<file path="src/design/srmb_pkg.sv">
package srmb_pkg;

  localparam int CAPACITY    = 32;
  localparam int VALUE_WIDTH = 16;

  // Field widths fixed by the interface.
  localparam int IN_VALUE_W = 16;
  localparam int MAX_W      = 16;
  localparam int REMOVED_W  = 16;
  localparam int COUNT_OUT_W = 6;

  // Width for comparing a stored value against max_value.
  localparam int CMP_W   = (VALUE_WIDTH > MAX_W) ? VALUE_WIDTH : MAX_W;
  // Live counter must hold CAPACITY itself.
  localparam int CNT_W   = $clog2(CAPACITY + 1);

  localparam logic OP_LOAD    = 1'b0;
  localparam logic OP_REPLACE = 1'b1;

  typedef logic [VALUE_WIDTH-1:0] val_t;
  typedef logic [CNT_W-1:0]       cnt_t;

  // Command broadcast to every cell of the chain.
  typedef struct packed {
    logic en;     // update this cycle
    logic shift;  // drop the head and move everything one slot forward
    logic ins;    // insert value
    val_t value;
  } cell_cmd_t;

endpackage

</file>
<file path="src/design/srmb_cell.sv">
module srmb_cell (
  input  logic               clk,
  input  logic               rst_n,
  input  logic               is_first,
  input  srmb_pkg::cell_cmd_t cmd,
  input  srmb_pkg::val_t     left_val,
  input  srmb_pkg::val_t     right_val,
  output srmb_pkg::val_t     val_o
);
  import srmb_pkg::*;

  val_t val_r;
  val_t val_nxt;
  val_t cur;
  val_t prev;
  logic cur_le;
  logic prev_le;

  // A zero slot is empty and sorts behind every live value.
  always_comb begin
    cur     = cmd.shift ? right_val : val_r;
    prev    = cmd.shift ? val_r : left_val;
    cur_le  = (cur != '0) && (cur <= cmd.value);
    prev_le = is_first || ((prev != '0) && (prev <= cmd.value));
    if (!cmd.ins || cur_le) begin
      val_nxt = cur;
    end else if (prev_le) begin
      val_nxt = cmd.value;
    end else begin
      val_nxt = prev;
    end
  end

  always_ff @(posedge clk) begin
    if (!rst_n) begin
      val_r <= '0;
    end else if (cmd.en) begin
      val_r <= val_nxt;
    end
  end

  assign val_o = val_r;

endmodule

</file>
<file path="src/design/sorted_replace_min_buffer.sv">
// The result of an item is registered and shown in the cycle after the beat that takes it.
// Throughput: one item per cycle; every cell of the sorted chain compares and
// shifts at once, so busy never rises and start may stay high.
// Results are strobed by out_valid for one cycle; the receiver cannot stall.
// Reset (synchronous, active low) empties every slot, clears the live count and
// sets max_value to 100.
module sorted_replace_min_buffer (
  input  logic        clk,
  input  logic        rst_n,
  input  logic        start,
  output logic        busy,
  input  logic        in_operation,
  input  logic [15:0] in_value,
  output logic        out_valid,
  output logic [15:0] out_removed_value,
  output logic        out_removed_valid,
  output logic        out_dropped,
  output logic [5:0]  out_live_count,
  input  logic        cfg_we,
  input  logic [15:0] cfg_wdata
);
  import srmb_pkg::*;

  // Configuration register.
  logic [MAX_W-1:0] max_value_r;

  // Live count and the chain of slots.
  cnt_t count_r;
  cnt_t count_nxt;
  val_t slot [CAPACITY];

  cell_cmd_t cmd;
  val_t      v;
  logic      accept;
  logic      live;
  logic      full;
  logic      empty;
  logic      take;
  logic      drop;

  // Result registers.
  logic                 out_valid_r;
  logic [REMOVED_W-1:0] removed_value_r;
  logic                 removed_valid_r;
  logic                 dropped_r;
  logic [COUNT_OUT_W-1:0] live_count_r;

  // Every beat is taken as soon as it is presented, so the block never holds off start.
  assign busy   = 1'b0;
  assign accept = start;

  always_ff @(posedge clk) begin
    if (!rst_n) begin
      max_value_r <= MAX_W'(100);
    end else if (cfg_we) begin
      max_value_r <= cfg_wdata;
    end
  end

  // Classify the incoming beat. A zero or oversized value counts as an empty
  // slot and is never inserted; a load into a full buffer is discarded.
  always_comb begin
    v     = VALUE_WIDTH'(in_value);
    live  = (v != '0) && (CMP_W'(v) <= CMP_W'(max_value_r));
    full  = (count_r == cnt_t'(CAPACITY));
    empty = (count_r == '0);
    take  = (in_operation == OP_REPLACE) && !empty;
    drop  = (in_operation == OP_LOAD) && live && full;

    cmd.en    = accept;
    cmd.shift = take;
    cmd.ins   = live && ((in_operation == OP_REPLACE) || !full);
    cmd.value = v;

    count_nxt = count_r - cnt_t'(take) + cnt_t'(cmd.ins);
  end

  // The chain: each cell looks at its neighbors to decide whether it keeps its
  // value, takes the new one, or takes the one from behind or ahead of it.
  genvar i;
  generate
    for (i = 0; i < CAPACITY; i++) begin : g_cell
      val_t left_val;
      val_t right_val;
      if (i == 0) begin : g_head
        assign left_val = '0;
      end else begin : g_mid_l
        assign left_val = slot[i-1];
      end
      if (i == CAPACITY - 1) begin : g_tail
        assign right_val = '0;
      end else begin : g_mid_r
        assign right_val = slot[i+1];
      end
      srmb_cell u_cell (
        .clk       (clk),
        .rst_n     (rst_n),
        .is_first  (i == 0),
        .cmd       (cmd),
        .left_val  (left_val),
        .right_val (right_val),
        .val_o     (slot[i])
      );
    end
  endgenerate

  always_ff @(posedge clk) begin
    if (!rst_n) begin
      count_r     <= '0;
      out_valid_r <= 1'b0;
    end else begin
      out_valid_r <= accept;
      if (accept) begin
        count_r <= count_nxt;
      end
    end
  end

  // The head slot is zero when the buffer is empty, so it serves as the
  // removed value directly.
  always_ff @(posedge clk) begin
    if (accept) begin
      removed_value_r <= take ? REMOVED_W'(slot[0]) : '0;
      removed_valid_r <= take;
      dropped_r       <= drop;
      live_count_r    <= COUNT_OUT_W'(count_nxt);
    end
  end

  assign out_valid         = out_valid_r;
  assign out_removed_value = removed_value_r;
  assign out_removed_valid = removed_valid_r;
  assign out_dropped       = dropped_r;
  assign out_live_count    = live_count_r;

endmodule

</file>
<file path="config.mk">
export PLATFORM = sky130hd
export DESIGN_NAME = sorted_replace_min_buffer
export DESIGN_NICKNAME = d
export VERILOG_FILES = /design/src/design/srmb_pkg.sv /design/src/design/srmb_cell.sv /design/src/design/sorted_replace_min_buffer.sv
export SDC_FILE = /design/constraint.sdc
export NUM_CORES = 2
export LEC_CHECK = 0
export BUFFER_PORTS_ARGS = -buffer_cell sky130_fd_sc_hd__buf_4
export CAP_MARGIN = 25
export CORE_UTILIZATION = 65
export DETAILED_ROUTE_END_ITERATION = 7
export PLACE_DENSITY = 0.83
export SLEW_MARGIN = 40
export SYNTH_ARGS = -nofsm -noshare
export SYNTH_HDL_FRONTEND = slang
export SYNTH_SLANG_ARGS = --single-unit
</file>
<file path="constraint.sdc">
create_clock -name clk -period 5.9 [get_ports clk]
set_input_delay 0 -clock clk [delete_from_list [all_inputs] [get_ports clk]]
set_output_delay 0 -clock clk [all_outputs]
set_load 0.005 [all_outputs]
</file>
==> results.md <==
- Status: finished, violations left
- Failing checks: DRC
- Fillcell total: 5697
- Critical-path cell list: inv_1, ha_1, nand4bb_4, nand2_8, inv_16, buf_12, nand2_1, nand2_1, ha_1, nor2b_1, o211ai_1, a21oi_1, o311ai_0, nand3_2, nand2_1, o211ai_1
- Synth Instances: 6169
- IO Count: 63
- Total of max-cap violations: 0
- Arrival time of the worst setup path: 6.11 ns
- Warnings from Yosys: 0
- # clock sinks: 559
- Synth Area in Compound Gates: between 20% and 30%
- FP Rows: 98
- DR WL/cell: 25.9 um
- F_max: 176 MHz
- Xor/xnor cell area share of the yosys netlist: 0.0735%
- Num CTS Buffers: 68
- Clock skew: 0.0429 ns
- Worst stage delay on the critical path: 0.75 ns
- Pin count of the biggest net entering global routing: 206
- Full die area: 74400 um2
- Critical path's slowest cell: o311ai_0
- Primary FF master, synth: dfxtp_1
- Largest family of logic cells by synthesized area: simple AND/OR/NAND/NOR gates
- Post-synth top area cell: dfxtp_1
- Crit path max fanout: 125
- Mux cell area share after synthesis: 12.6%
- Final number of hold-violating endpoints: 0
- Clock buffer depth: 3
- Cell area after synthesis: 47700 um2
- Slew Limit Fails: 0
- Worst-Margin Slew: a little under 1 ns
- WP data required: between 6 and 7 ns
- Count of input and output buffers: 61
- Worst-skew pair later-pin latency: ~0.66 ns
- Final period util: 96.2%
- Syn Nets: 6744
- H-tree depth: 3
- Most common cell on crit path: nand2_1
- Vias in the first global route: 49000
- Core area: roughly 72000 um2
- # DRC: 8
- Count leader, synth: nand2_1
- Initial Util: 66.2%
- Placer Congestion: between 1 and 1.5
- Yosys reg bits: 559
- Total global routing overflow: 0
- Routed vias: 51900
- Post-DP HPWL: 115000 um
- Vias per cell: between 7 and 8
- Area share of the largest cell type after synthesis: ~22%
- DIE HEIGHT: 273 um
- Worst Setup End Kind: flip-flop
- Area contributors post-synth: dfxtp_1, ha_1, nand2_1
- CTS tree: built
- Max_slew headroom: 35.6%
- Adder-cell share of the synthesized area: 14.1%
- Asr flop ratio synth: 0%
- P&R area growth vs syn: 8.13%
- Post-synth EDFFs: 24
- Pre-antenna DRT Iters: 8
- Final setup fails: 0
- Die W: 273 um
- CTS resizes: 0
- Ratio of cells with drive above 1 in the final layout: 7.08%
- CP Class: flip-flop to flip-flop
- Post-synthesis sequential area ratio: 24.0%
- Final Critical Period: 5.68 ns
- Top cells by count, synth: nand2_1, o211ai_1, mux2i_1, ha_1, dfxtp_1
- Syn_area_per_cell: 7.73 um2
- First-pass GRT wire length: between 200000 and 300000 um
- NumNets Final: roughly 6600
- Antenna violations before repair: 10
- Initial DRC count: 7381
- TNS Setup: 0 ns
- GRT Util Overall: 47.5%
- Simple-gate share of the synthesized area: 21.5%
- Hold crit path type: primary input to flip-flop
- Startpoint Class: flip-flop
- Synth cell types: between 90 and 100
- Root Driver: clkbuf_16
- Setup Buffers After CTS: 0
- RSZ-0062 raised after global routing: no
- Drt total wl: 183000 um
- Number of routed nets with antenna violations: 0
- Worst-path clk slew: 0.07 ns
final cells by class:
cell class                      count  area [um2]  share of cell area (%)
Antenna cell                       14        35.0                  0.0680
Sequential cell                   559       11400                    22.2
Clock inverter                     21         318                   0.617
Multi-Input combinational cell   4917       33300                    64.6
Clock buffer                      102        2020                    3.92
Timing Repair Buffer              251        2240                    4.35
Tap cell                          950        1190                    2.31
Inverter                          251         993                    1.93
what timing repair did:
action | in CTS | in global routing
hold endpoints to repair | 164 | 0
setup endpoints to repair | 0 | 0
hold buffers | 63 | 0
worst paths after layout:
check | slack [ns] | end | startpoint | cells past startpoint
max reg2reg | 0.22 | g_cell[14].u_cell.val_o[6]$_SDFFE_PN0P_ | count_r[2]$_SDFFE_PN0P_ | 16
max | 0.22 | g_cell[14].u_cell.val_o[6]$_SDFFE_PN0P_ | count_r[2]$_SDFFE_PN0P_ | 16
min | 0.08 | out_removed_value[5]$_SDFFCE_PN0P_ | start | 2
min reg2reg | 0.51 | g_cell[8].u_cell.val_o[11]$_SDFFE_PN0P_ | g_cell[8].u_cell.val_o[11]$_SDFFE_PN0P_ | 2
metrics by stage:
stage / hold WS (ns) / setup slack, ns / utilization [%] / std cells / cell area (um2)
after floorplan: 0.112 / 1.49 / - / 6169 / 47700
after global placement: 0.216 / 0.826 / 67.2 / 6856 / 48300
after detailed placement: 0.226 / 0.649 / 67.3 / 6862 / 48400
after CTS: 0.0689 / 0.638 / 71.4 / 7048 / 51400
after global routing: 0.105 / 0.0241 / 71.6 / 7053 / 51500
final: 0.0847 / 0.225 / 71.6 / 7065 / 51500
cell families after synthesis:
logic type	count (synthesis)
AND/OR/NAND/NOR	2345
AO/OA/AOI/OAI	1437
buffers and inverters	693
multiplexers	592
flip-flops	559
adder cells (fa/ha/maj)	538
XOR/XNOR	4
other	1
registers in the layout (all words and copies together) (netlist names):
register / flops
out_dropped: 1
out_live_count: 6
out_removed_value: 16
out_valid: 1
out_removed_valid: 1
g_cell.u_cell.val_o: 512
max_value_r: 16
count_r: 6
metal layers:
metal  vias to the layer above  wire, um  global-route usage, %  part of all wire (%)
met4                         4     17400                   36.7                   9.5
li1                      22500         -                      -                     -
met5                         -        27                      0                 0.015
met1                     23900     64100                   56.0                    35
met3                      1396     24400                   15.6                    13
met2                      4060     77300                   71.3                    42
cell usage in the layout, fill, tap and decap left out, drive strengths merged, types with 44 or more instances in the layout:
cell	Yosys	routed
o221ai	139	139
nor2b	52	52
ha	537	537
a32oi	56	56
mux2	47	47
clkbuf	236	102
o21ai	208	208
nand2	1696	1696
inv	251	251
nand3	76	76
o211ai	587	587
nor2	96	96
dlygate4sd3	0	63
buf	206	188
nor4	127	127
mux2i	545	545
a21o	44	44
nand4	163	163
a21oi	252	252
dfxtp	535	535
worst max-delay path: cells and delay by family (launching register included):
kind	cells	cell delay (ns)
adder cells (fa/ha/maj)	2	0.51
AO/OA/AOI/OAI	4	1.38
flip-flops	1	0.36
AND/OR/NAND/NOR	7	2.11
buffers and inverters	3	0.98
Power is left out: the tool's default activity adds up to more than one toggle a clock period on the data nets, which glitch-free logic cannot reach.
